`config.mk`:
```
export PLATFORM = sky130hd
export DESIGN_NAME = rle8_bitmap_decoder
export DESIGN_NICKNAME = d
export VERILOG_FILES = /design/src/rtl/core/rle8_pkg.sv /design/src/rtl/core/rle8_bitmap_decoder.sv /design/src/rtl/core/rle8_cfg.sv /design/src/rtl/core/rle8_decode.sv /design/src/rtl/core/rle8_out_reg.sv
export SDC_FILE = /design/constraint.sdc
export NUM_CORES = 1
export LEC_CHECK = 0
export BUFFER_PORTS_ARGS = -buffer_cell sky130_fd_sc_hd__buf_2
export CORE_UTILIZATION = 57
export DETAILED_ROUTE_END_ITERATION = 12
export PLACE_DENSITY = 0.75
export SETUP_SLACK_MARGIN = 0.4
export SLEW_MARGIN = 15
export SYNTH_ARGS = -nofsm -noshare
export SYNTH_HDL_FRONTEND = slang
export SYNTH_HIERARCHICAL = 1
export SYNTH_SLANG_ARGS = --single-unit
```
`constraint.sdc`:
```
create_clock -name clk -period 8.1 [get_ports clk]
set_input_delay 0.405 -clock clk [delete_from_list [all_inputs] [get_ports clk]]
set_output_delay 0.405 -clock clk [all_outputs]
set_load 0.02 [all_outputs]
```
`src/rtl/core/rle8_pkg.sv`:
```
// package: shared types and constants for the rle8 bitmap decoder
`timescale 1ns / 1ps

package rle8_pkg;

  localparam int unsigned POS_W     = 13;
  localparam int unsigned PITCH_W   = POS_W + 1;
  localparam int unsigned CFG_IDX_W = 2;
  localparam int unsigned ADDR_W    = 24;

  localparam logic [POS_W-1:0] MAX_WIDTH  = POS_W'(4096);
  localparam logic [POS_W-1:0] MAX_HEIGHT = POS_W'(4096);
  localparam logic [POS_W-1:0] POS_MAX    = {POS_W{1'b1}};

  localparam logic [CFG_IDX_W-1:0] REG_IMAGE_WIDTH  = CFG_IDX_W'(0);
  localparam logic [CFG_IDX_W-1:0] REG_IMAGE_HEIGHT = CFG_IDX_W'(1);

  localparam logic [7:0] ESC_END_LINE  = 8'd0;
  localparam logic [7:0] ESC_END_FRAME = 8'd1;
  localparam logic [7:0] ESC_DELTA     = 8'd2;

  typedef enum logic [6:0] {
    PH_PAIR1 = 7'b0000001,
    PH_PAIR2 = 7'b0000010,
    PH_DX    = 7'b0000100,
    PH_DY    = 7'b0001000,
    PH_LIT   = 7'b0010000,
    PH_PAD   = 7'b0100000,
    PH_DONE  = 7'b1000000
  } phase_t;

  typedef struct packed {
    logic [7:0] stream_byte;
    logic       frame_start;
  } in_item_t;

  typedef struct packed {
    logic [11:0]       out_row;
    logic [11:0]       out_column;
    logic [ADDR_W-1:0] byte_address;
    logic [7:0]        pixel_value;
    logic [7:0]        pixel_count;
    logic              frame_done;
  } out_item_t;

  typedef struct packed {
    logic [POS_W-1:0]   width;
    logic [POS_W-1:0]   height;
    logic [PITCH_W-1:0] pitch;
  } cfg_t;

endpackage

```
`src/rtl/core/rle8_bitmap_decoder.sv`:
```
// top level: rle8 bitmap decoder with input register, decode and result register
//
//   port group   direction  handshake        payload
//   in_          in         valid / stall    in_item_t  (stream_byte, frame_start)
//   out_         out        valid / stall    out_item_t (position, address, value, count, done)
//   cfg_         in         valid / ready    index, 13-bit data
//
// one item per cycle while out_stall is low; a taken item passes from the input register
// through the decode and address multiply into the result register
// synchronous active-low reset returns to start of frame, width and height 4096
// an item that produces no result still needs the result register free to move on
// out_stall holds the result register, which in turn stalls the input register
`timescale 1ns / 1ps

module rle8_bitmap_decoder (
  input  logic                           clk,
  input  logic                           rst_n,
  input  logic                           in_valid,
  output logic                           in_stall,
  input  rle8_pkg::in_item_t             in_data,
  output logic                           out_valid,
  input  logic                           out_stall,
  output rle8_pkg::out_item_t            out_data,
  input  logic                           cfg_valid,
  output logic                           cfg_ready,
  input  logic [rle8_pkg::CFG_IDX_W-1:0] cfg_index,
  input  logic [rle8_pkg::POS_W-1:0]     cfg_data
);

  rle8_pkg::cfg_t      cfg;
  rle8_pkg::in_item_t  item_r;
  rle8_pkg::out_item_t res;
  logic                item_valid_r, item_valid_nxt;
  logic                res_valid;
  logic                out_free;
  logic                advance;
  logic                accept;

  assign advance  = item_valid_r && out_free;
  assign in_stall = item_valid_r && !out_free;
  assign accept   = in_valid && !in_stall;

  always_comb begin
    if (accept) begin
      item_valid_nxt = 1'b1;
    end else if (advance) begin
      item_valid_nxt = 1'b0;
    end else begin
      item_valid_nxt = item_valid_r;
    end
  end

  always_ff @(posedge clk) begin
    if (!rst_n) begin
      item_valid_r <= 1'b0;
    end else begin
      item_valid_r <= item_valid_nxt;
    end
  end

  always_ff @(posedge clk) begin
    if (accept) begin
      item_r <= in_data;
    end
  end

  rle8_cfg u_cfg (
    .clk       (clk),
    .rst_n     (rst_n),
    .cfg_valid (cfg_valid),
    .cfg_ready (cfg_ready),
    .cfg_index (cfg_index),
    .cfg_data  (cfg_data),
    .cfg       (cfg)
  );

  rle8_decode u_decode (
    .clk       (clk),
    .rst_n     (rst_n),
    .item_go   (advance),
    .item      (item_r),
    .cfg       (cfg),
    .res_valid (res_valid),
    .res       (res)
  );

  rle8_out_reg u_out_reg (
    .clk       (clk),
    .rst_n     (rst_n),
    .load      (advance && res_valid),
    .load_data (res),
    .out_valid (out_valid),
    .out_stall (out_stall),
    .out_data  (out_data),
    .free      (out_free)
  );

endmodule

```
`src/rtl/core/rle8_cfg.sv`:
```
// configuration registers: image width, height and derived row pitch
`timescale 1ns / 1ps

module rle8_cfg (
  input  logic                           clk,
  input  logic                           rst_n,
  input  logic                           cfg_valid,
  output logic                           cfg_ready,
  input  logic [rle8_pkg::CFG_IDX_W-1:0] cfg_index,
  input  logic [rle8_pkg::POS_W-1:0]     cfg_data,
  output rle8_pkg::cfg_t                 cfg
);

  logic [rle8_pkg::POS_W-1:0]   width_r, width_nxt;
  logic [rle8_pkg::POS_W-1:0]   height_r, height_nxt;
  logic [rle8_pkg::PITCH_W-1:0] pitch_r, pitch_nxt;
  logic [rle8_pkg::PITCH_W-1:0] pitch_sum;

  assign cfg_ready = 1'b1;

  always_comb begin
    width_nxt  = width_r;
    height_nxt = height_r;
    if (cfg_valid) begin
      if (cfg_index == rle8_pkg::REG_IMAGE_WIDTH) begin
        width_nxt = cfg_data;
      end
      if (cfg_index == rle8_pkg::REG_IMAGE_HEIGHT) begin
        height_nxt = cfg_data;
      end
    end
    // pitch rounded up to four bytes
    pitch_sum = {1'b0, width_nxt} + rle8_pkg::PITCH_W'(3);
    pitch_nxt = {pitch_sum[rle8_pkg::PITCH_W-1:2], 2'b00};
  end

  always_ff @(posedge clk) begin
    if (!rst_n) begin
      width_r  <= rle8_pkg::MAX_WIDTH;
      height_r <= rle8_pkg::MAX_HEIGHT;
      pitch_r  <= {1'b0, rle8_pkg::MAX_WIDTH};
    end else begin
      width_r  <= width_nxt;
      height_r <= height_nxt;
      pitch_r  <= pitch_nxt;
    end
  end

  assign cfg.width  = width_r;
  assign cfg.height = height_r;
  assign cfg.pitch  = pitch_r;

endmodule

```
`src/rtl/core/rle8_decode.sv`:
```
// decoder state machine, position tracking and result forming
`timescale 1ns / 1ps

module rle8_decode (
  input  logic                clk,
  input  logic                rst_n,
  input  logic                item_go,
  input  rle8_pkg::in_item_t  item,
  input  rle8_pkg::cfg_t      cfg,
  output logic                res_valid,
  output rle8_pkg::out_item_t res
);

  localparam int unsigned PW = rle8_pkg::POS_W;
  localparam int unsigned MW = PW + rle8_pkg::PITCH_W;

  rle8_pkg::phase_t phase_r, phase_nxt, e_phase;
  logic [7:0]    held_r, held_nxt, e_held;
  logic [PW-1:0] col_r, col_nxt, e_col;
  logic [PW-1:0] row_r, row_nxt, e_row;
  logic [7:0]    lit_r, lit_nxt, e_lit, lit_dec;
  logic          pad_r, pad_nxt, e_pad;

  logic [7:0]    b;
  logic [PW-1:0] room;
  logic [7:0]    run_n;
  logic          lit_n;
  logic [PW:0]   row_inc_s, row_dy_s, col_dx_s;
  logic [PW-1:0] row_inc, row_dy, col_dx;
  logic [PW-1:0] pos_row, pos_col;
  logic [MW-1:0] addr_full;
  logic          hit_height;
  logic [7:0]    val;
  logic [7:0]    cnt;
  logic          done;

  always_comb begin
    b       = item.stream_byte;
    e_phase = item.frame_start ? rle8_pkg::PH_PAIR1 : phase_r;
    e_held  = item.frame_start ? 8'd0 : held_r;
    e_col   = item.frame_start ? '0 : col_r;
    e_row   = item.frame_start ? '0 : row_r;
    e_lit   = item.frame_start ? 8'd0 : lit_r;
    e_pad   = item.frame_start ? 1'b0 : pad_r;

    room  = (e_col < cfg.width) ? (cfg.width - e_col) : '0;
    run_n = (room > {{(PW-8){1'b0}}, e_held}) ? e_held : room[7:0];
    lit_n = (room != '0);
    lit_dec = e_lit - 8'd1;

    row_inc_s = {1'b0, e_row} + (PW+1)'(1);
    row_dy_s  = {1'b0, e_row} + {{(PW-7){1'b0}}, b};
    col_dx_s  = {1'b0, e_col} + {{(PW-7){1'b0}}, b};
    row_inc   = (row_inc_s > {1'b0, rle8_pkg::POS_MAX}) ? rle8_pkg::POS_MAX : row_inc_s[PW-1:0];
    row_dy    = (row_dy_s > {1'b0, rle8_pkg::POS_MAX}) ? rle8_pkg::POS_MAX : row_dy_s[PW-1:0];
    col_dx    = (col_dx_s > {1'b0, rle8_pkg::POS_MAX}) ? rle8_pkg::POS_MAX : col_dx_s[PW-1:0];

    phase_nxt = e_phase;
    held_nxt  = e_held;
    col_nxt   = e_col;
    row_nxt   = e_row;
    lit_nxt   = e_lit;
    pad_nxt   = e_pad;
    res_valid = 1'b0;
    val       = 8'd0;
    cnt       = 8'd0;
    done      = 1'b0;
    pos_row   = e_row;
    pos_col   = e_col;

    // position reported after end of line or delta is the updated one
    if (e_phase == rle8_pkg::PH_PAIR2 && e_held == 8'd0 && b == rle8_pkg::ESC_END_LINE) begin
      pos_row = row_inc;
      pos_col = '0;
    end else if (e_phase == rle8_pkg::PH_DY) begin
      pos_row = row_dy;
    end
    hit_height = (pos_row >= cfg.height);

    unique case (e_phase)
      rle8_pkg::PH_PAIR1: begin
        if (hit_height) begin
          phase_nxt = rle8_pkg::PH_DONE;
          res_valid = 1'b1;
          done      = 1'b1;
        end else begin
          held_nxt  = b;
          phase_nxt = rle8_pkg::PH_PAIR2;
        end
      end
      rle8_pkg::PH_PAIR2: begin
        if (e_held != 8'd0) begin
          res_valid = 1'b1;
          val       = b;
          cnt       = run_n;
          col_nxt   = e_col + {{(PW-8){1'b0}}, run_n};
          phase_nxt = rle8_pkg::PH_PAIR1;
        end else begin
          case (b)
            rle8_pkg::ESC_END_LINE: begin
              col_nxt = '0;
              row_nxt = row_inc;
              if (hit_height) begin
                phase_nxt = rle8_pkg::PH_DONE;
                res_valid = 1'b1;
                done      = 1'b1;
              end else begin
                phase_nxt = rle8_pkg::PH_PAIR1;
              end
            end
            rle8_pkg::ESC_END_FRAME: begin
              phase_nxt = rle8_pkg::PH_DONE;
              res_valid = 1'b1;
              done      = 1'b1;
            end
            rle8_pkg::ESC_DELTA: begin
              phase_nxt = rle8_pkg::PH_DX;
            end
            default: begin
              lit_nxt   = b;
              pad_nxt   = b[0];
              phase_nxt = rle8_pkg::PH_LIT;
            end
          endcase
        end
      end
      rle8_pkg::PH_DX: begin
        col_nxt   = col_dx;
        phase_nxt = rle8_pkg::PH_DY;
      end
      rle8_pkg::PH_DY: begin
        row_nxt = row_dy;
        if (hit_height) begin
          phase_nxt = rle8_pkg::PH_DONE;
          res_valid = 1'b1;
          done      = 1'b1;
        end else begin
          phase_nxt = rle8_pkg::PH_PAIR1;
        end
      end
      rle8_pkg::PH_LIT: begin
        res_valid = 1'b1;
        val       = b;
        cnt       = {7'd0, lit_n};
        col_nxt   = e_col + {{(PW-1){1'b0}}, lit_n};
        lit_nxt   = lit_dec;
        if (lit_dec == 8'd0) begin
          phase_nxt = e_pad ? rle8_pkg::PH_PAD : rle8_pkg::PH_PAIR1;
        end
      end
      rle8_pkg::PH_PAD: begin
        pad_nxt   = 1'b0;
        phase_nxt = rle8_pkg::PH_PAIR1;
      end
      rle8_pkg::PH_DONE: begin
      end
      default: begin
      end
    endcase

    addr_full = MW'(pos_row) * MW'(cfg.pitch) + MW'(pos_col);

    res.out_row      = pos_row[11:0];
    res.out_column   = pos_col[11:0];
    res.byte_address = addr_full[rle8_pkg::ADDR_W-1:0];
    res.pixel_value  = val;
    res.pixel_count  = cnt;
    res.frame_done   = done;
  end

  always_ff @(posedge clk) begin
    if (!rst_n) begin
      phase_r <= rle8_pkg::PH_PAIR1;
      held_r  <= 8'd0;
      col_r   <= '0;
      row_r   <= '0;
      lit_r   <= 8'd0;
      pad_r   <= 1'b0;
    end else if (item_go) begin
      phase_r <= phase_nxt;
      held_r  <= held_nxt;
      col_r   <= col_nxt;
      row_r   <= row_nxt;
      lit_r   <= lit_nxt;
      pad_r   <= pad_nxt;
    end
  end

endmodule

```
`src/rtl/core/rle8_out_reg.sv`:
```
// result register with valid/stall handshake
`timescale 1ns / 1ps

module rle8_out_reg (
  input  logic                clk,
  input  logic                rst_n,
  input  logic                load,
  input  rle8_pkg::out_item_t load_data,
  output logic                out_valid,
  input  logic                out_stall,
  output rle8_pkg::out_item_t out_data,
  output logic                free
);

  logic                valid_r, valid_nxt;
  rle8_pkg::out_item_t data_r;

  assign free = !valid_r || !out_stall;

  always_comb begin
    if (load) begin
      valid_nxt = 1'b1;
    end else if (!out_stall) begin
      valid_nxt = 1'b0;
    end else begin
      valid_nxt = valid_r;
    end
  end

  always_ff @(posedge clk) begin
    if (!rst_n) begin
      valid_r <= 1'b0;
    end else begin
      valid_r <= valid_nxt;
    end
  end

  always_ff @(posedge clk) begin
    if (load) begin
      data_r <= load_data;
    end
  end

  assign out_valid = valid_r;
  assign out_data  = data_r;

endmodule

```
* Word level (Yosys, flattened, before mapping)
Cells that the tools add are included.
** Storage, ports and cells
- Bits in registers :: 166
- Latch bits :: 0
- Bits in writable memories :: 0
- Bits in read-only memories :: 0
- Memories :: 0
** Operators by class
- Add/subtract/negate cells :: 9
- $mul :: 1
- Divide/modulo/power cells :: 0
- Magnitude comparators :: 6
- Eq/ne operators :: 10
- Shifts and indexed selects :: 0
- Muxes and demuxes :: 51
- Bitwise operators :: 0
- Reductions and logical operators :: 21
** Operator list (number)
- 13-bit 2-to-1 mux :: 15
- 8-bit 2-to-1 mux :: 9
- 8-bit one-hot mux with 2 select lines :: 3
- 14-bit by 13-bit greater-than comparator with 1-bit output (second input constant) :: 3
- 7-bit one-hot mux with 6 select lines :: 1
- 13-bit one-hot mux with 3 select lines :: 1
- 7-bit 2-to-1 mux :: 5
- 13-bit by 8-bit adder with 14-bit output :: 2
- 13-bit one-hot mux with 2 select lines :: 1
- 24-bit by 13-bit adder with 24-bit output :: 1
- 8-bit zero test :: 3
- 13-bit by 14-bit multiplier with 24-bit output :: 1
- 7-bit one-hot mux with 3 select lines :: 1
- 13-bit by 1-bit adder with 14-bit output (second input constant) :: 1
- 13-bit by 2-bit adder with 14-bit output (second input constant) :: 1
- 13-bit by 1-bit adder with 13-bit output :: 1
- 13-bit by 8-bit adder with 13-bit output :: 1
- 13-bit >= comparator :: 1
- 13-bit by 8-bit greater-than comparator with 1-bit output :: 1
- 13-bit less-than comparator :: 1
- 13-bit nonzero test :: 1
- 13-bit subtractor :: 1
- 1-bit 2-to-1 mux :: 10
- 8-bit by 1-bit == test with 1-bit output (second input constant) :: 1
- other kinds (22) :: 32

* Depth between registers and ports, before layout
- Word-level depth :: 13
- Mapped depth :: 40
- Mapped depth without buffers :: 36

* Hierarchy
Netlist, hierarchy kept.
** By module, submodules not included
- rle8_decode :: instances 1, cells an instance 1647, area an instance 12649.6 um^2
- rle8_out_reg :: instances 1, cells an instance 69, area an instance 1986.9 um^2
- rle8_cfg :: instances 1, cells an instance 189, area an instance 1656.6 um^2
- rle8_bitmap_decoder :: instances 1, cells an instance 15, area an instance 330.3 um^2

* Worst setup path before layout
Ideal clock, no wire load.
- Path type :: flip-flop to flip-flop
- From :: reg item_r[0] in the netlist's numbering
- To :: reg u_out_reg.data_r, in the netlist u_out_reg/out_data[40], data pin
- Arrival time :: 8.665 ns
- Path slack :: -0.828 ns
- Stages on the path, launching flop included :: 35
- Path buffers :: 4
- Period minus slack after synthesis :: 8.928 ns
- Cells stage by stage :: edfxtp_1 buf_2 buf_1 buf_1 nor2b_1 ha_1 ha_1 maj3_1 a311oi_1 a211oi_1 o31a_1 o221ai_1 o21ai_0 o21ai_1 clkbuf_1 nand2_1 fa_1 inv_1 fa_1 fa_1 fa_1 fa_1 inv_1 fa_1 inv_1 ha_1 a21o_1 a21oi_1 o21ai_0 a211o_1 a21oi_1 o21ai_0 a21o_1 a21oi_1 xor2_1
** RTL lines
- from (decl) :: RTL line rle8_bitmap_decoder.sv:31 : rle8_pkg::in_item_t item_r;
- from (signal assigned) :: RTL line rle8_bitmap_decoder.sv:63 : item_r <= in_data;
- to (signal assigned) :: RTL line rle8_out_reg.sv:40 : data_r <= load_data;
- to (decl) :: RTL line rle8_out_reg.sv:16 : rle8_pkg::out_item_t data_r;

==> out/metrics.cfg <==
[run_status]
status = finished clean

[clock_tree]
clock_latency_ns = 0.45
cts_tree = built
cts.clk_slew.worst_paths_ns = 0.09
cts_buffer_depth = 2
clockRootBuffer = clkbuf_16
cts_max_level = 4
clock-sinks = 164
cts_buffers = 17

[synth]
synth_top_area_cell = fa_1
ys_seq_area_share_pct = 24.21
synth_cells = 1920
synth_area_sq_mm = 0.01662
synth_top_family_by_area = adder cells
synth_compound_area_share_pct = 14.42
yosysTopAreaCellShare_pct = 17.10
yosys_warnings = 6
synthAdderAreaFrac_pct = 27.25
synth_async_sr_flop_share_pct = 0
synth_edf_count = 74
synthMuxAreaShare_pct = 2.582
yosys.area_share.simple_pct = 20.47
syn_avg_cell_area_sq_um = 8.658
synthFlopType = dfxtp_1
ys_seq_elements = 164
synth_area_leaders = fa_1 17%, edfxtp_1 13%, dfxtp_1 11%
synth_xor_area_share_pct = 3.507
yosysUniqueCellTypes = 91

[placed_design]
gp_congestion = 0.9508
place_area_sq_mm = 0.01804
dp_hpwl_um = 36600
io_buffers = 95

[setup_path]
r2r_cells = 28
cp.arrival_ns = 8.04
worst-path-buf-inv = 5
path_depth = 28
crit_path_top_delay_cell = fa_1
cpMostUsedCell = fa_1
crit_family = adder cells
path_class = reg -> reg
end_kind = register
worstPathRequired_ns = 8.31
crit_path_max_incr_delay_ns = 0.56
path_max_fanout = 7
startpoint_type = register

[timing]
worst_pin_slew_ns = 1.145
slew_headroom_pct = 23.65
max_freq_mhz = 127.6
tns_ns = 0
setup_violations = 0
finalCritPeriodShare_pct = 96.73
hold_viol_final = 0
clock_skew_ns = 0.02352
grt_setup_unrepaired = true
fin_crit_ns = 7.835
slew_violations = 0

[cells_and_area]
layout.nets = 2384
drive_gt1_share_pct = 19.69
syn_to_final_growth_pct = 19.13
regArea_sq_mm = 0.004024
final_common_cell = inv_1
postLayoutCellArea_sq_mm = 0.01980
layout_common_cells = 226 x inv_1, 225 x nand2_1, 133 x fa_1
fillers = 2246
n_antenna_cell = 0
multi_input_comb_area_sq_mm = 0.01220

[global_route]
antenna_found_initial = 0
grt_pass1_vias = 14558
grt_overflow = 0
grt.total_usage_pct = 33.58
grt_pass1_wl_um = 78460
grt_max_degree = 67

[floorplanning]
dieArea_sq_mm = 0.02985
io_pins = 97
die_h_um = 172.8
die_w_um = 172.8
initial_core_util_pct = 57.92
num_rows = 62
core_area_sq_mm = 0.02870

[detailed_routing]
drc = 0
via_count = 14862
routedWlPerCell_um = 20.17
first_pass_iters = 7
vias_per_cell = 6.002
first_iter_violations = 1308
wl_um = 49940
drtAntennaViolNets = 0

[pwr]
leakage_uw = 0.008945
power_density_mw_per_mm2 = 106.0
peakVddDrop_mv = 0.1316

[flow_run]
cap_viol_max_count = 0

[worst_hold_path]
holdPathStages = 1
min_path_type = in -> reg

[worst paths after layout]
check                                       start                      to  slack (ns)
worst max-delay path                    item_r[0]  u_out_reg/out_data[39]        0.26
worst min-delay path                   in_data[4]               item_r[4]        0.13
worst max register to register          item_r[0]  u_out_reg/out_data[39]        0.26
worst min register to register  u_cfg/height_r[5]       u_cfg/height_r[5]        0.46
[sequential cells by signal, indices dropped and copies added (netlist names), 7 cells and up]
name / flops
item_r: 9
u_out_reg/out_data: 65
u_cfg/width_r: 13
u_decode/row_r: 13
u_decode/lit_r: 8
u_decode/phase_r: 7
u_cfg/pitch_r: 12
u_decode/col_r: 13
u_decode/held_r: 8
u_cfg/height_r: 13
[through the flow]
stage                     total power, uW  setup WS (ns)  utilization (%)  cells  hold WS, ns
after CTS                            2074         0.3899            66.89   2450       0.1138
after detailed placement             1239        0.01605            62.85   2388       0.4509
final                                2100         0.2645            69.00   2476       0.1320
after floorplan                      1139         0.4030                -   1921       0.4363
after global placement               1233         0.1894            62.85   2388       0.4463
after global routing                 2173        0.03169            69.00   2476       0.1142
[what timing repair did]
action,CTS,global route
endpoints found under the setup margin,15,17
hold buffers,0,0
cloned,2,1
setup buffers,28,25
resized for setup,55,77
pin swaps,65,45
[cell families (layout without fill, tap and decap cells)]
kind of cell,after synthesis,count (layout)
AO/OA/AOI/OAI,370,370
XOR/XNOR,65,65
adder cells (fa/ha/maj),277,277
buffers and inverters,322,493
flip-flops,164,164
multiplexers,42,42
other,2,3
AND/OR/NAND/NOR,678,678
[per-layer routing]
| layer | vias to the layer above | part of all wire [%] | track usage (%) |
|---|---|---|---|
| met4 | 0 | 4.2 | 15.08 |
| met2 | 659 | 46 | 52.60 |
| met1 | 7212 | 43 | 45.52 |
| li1 | 6860 | - | - |
| met3 | 131 | 7.7 | 6.047 |
| met5 | - | 0 | 0 |
[where the power goes]
part	total (uW)	internal (uW)	switching, uW
clock network	828	414	414
logic	368	149	219
registers	904	879	25.4
[synthesized netlist by cell type (6+ instances only)]
library cell and number:
o21a_1 12, o22ai_1 7, nand3_1 44, or3_1 14, clkbuf_1 67, a211oi_1 11
nor2_1 110, dfxtp_1 90, nor4_1 15, mux2i_1 35, xnor2_1 51, and2_1 85
ha_1 134, nand4_1 18, mux2_2 6, nor3_1 22, nor3b_1 9, buf_1 7
nand2_1 234, o21bai_1 10, o211ai_1 15, a21o_1 15, and3_1 30, o21ai_0 88
o31ai_1 8, inv_1 232, edfxtp_1 74, nand2b_1 12, a22oi_1 10, a221oi_1 6
buf_2 7, nor2b_1 46, a31oi_1 14, a21oi_1 107, xor2_1 13, nor4b_1 7
fa_1 142
[area by class of cell]
class	instances	area share, %
clock inverters	15	0.8087
flip-flops and latches	164	20.32
repair buffers	227	8.232
clock buffers	17	2.148
well taps	384	2.426
multi-input cells	1435	61.61
inverters	234	4.454
Note: power is estimated with default switching activity, not from simulation.
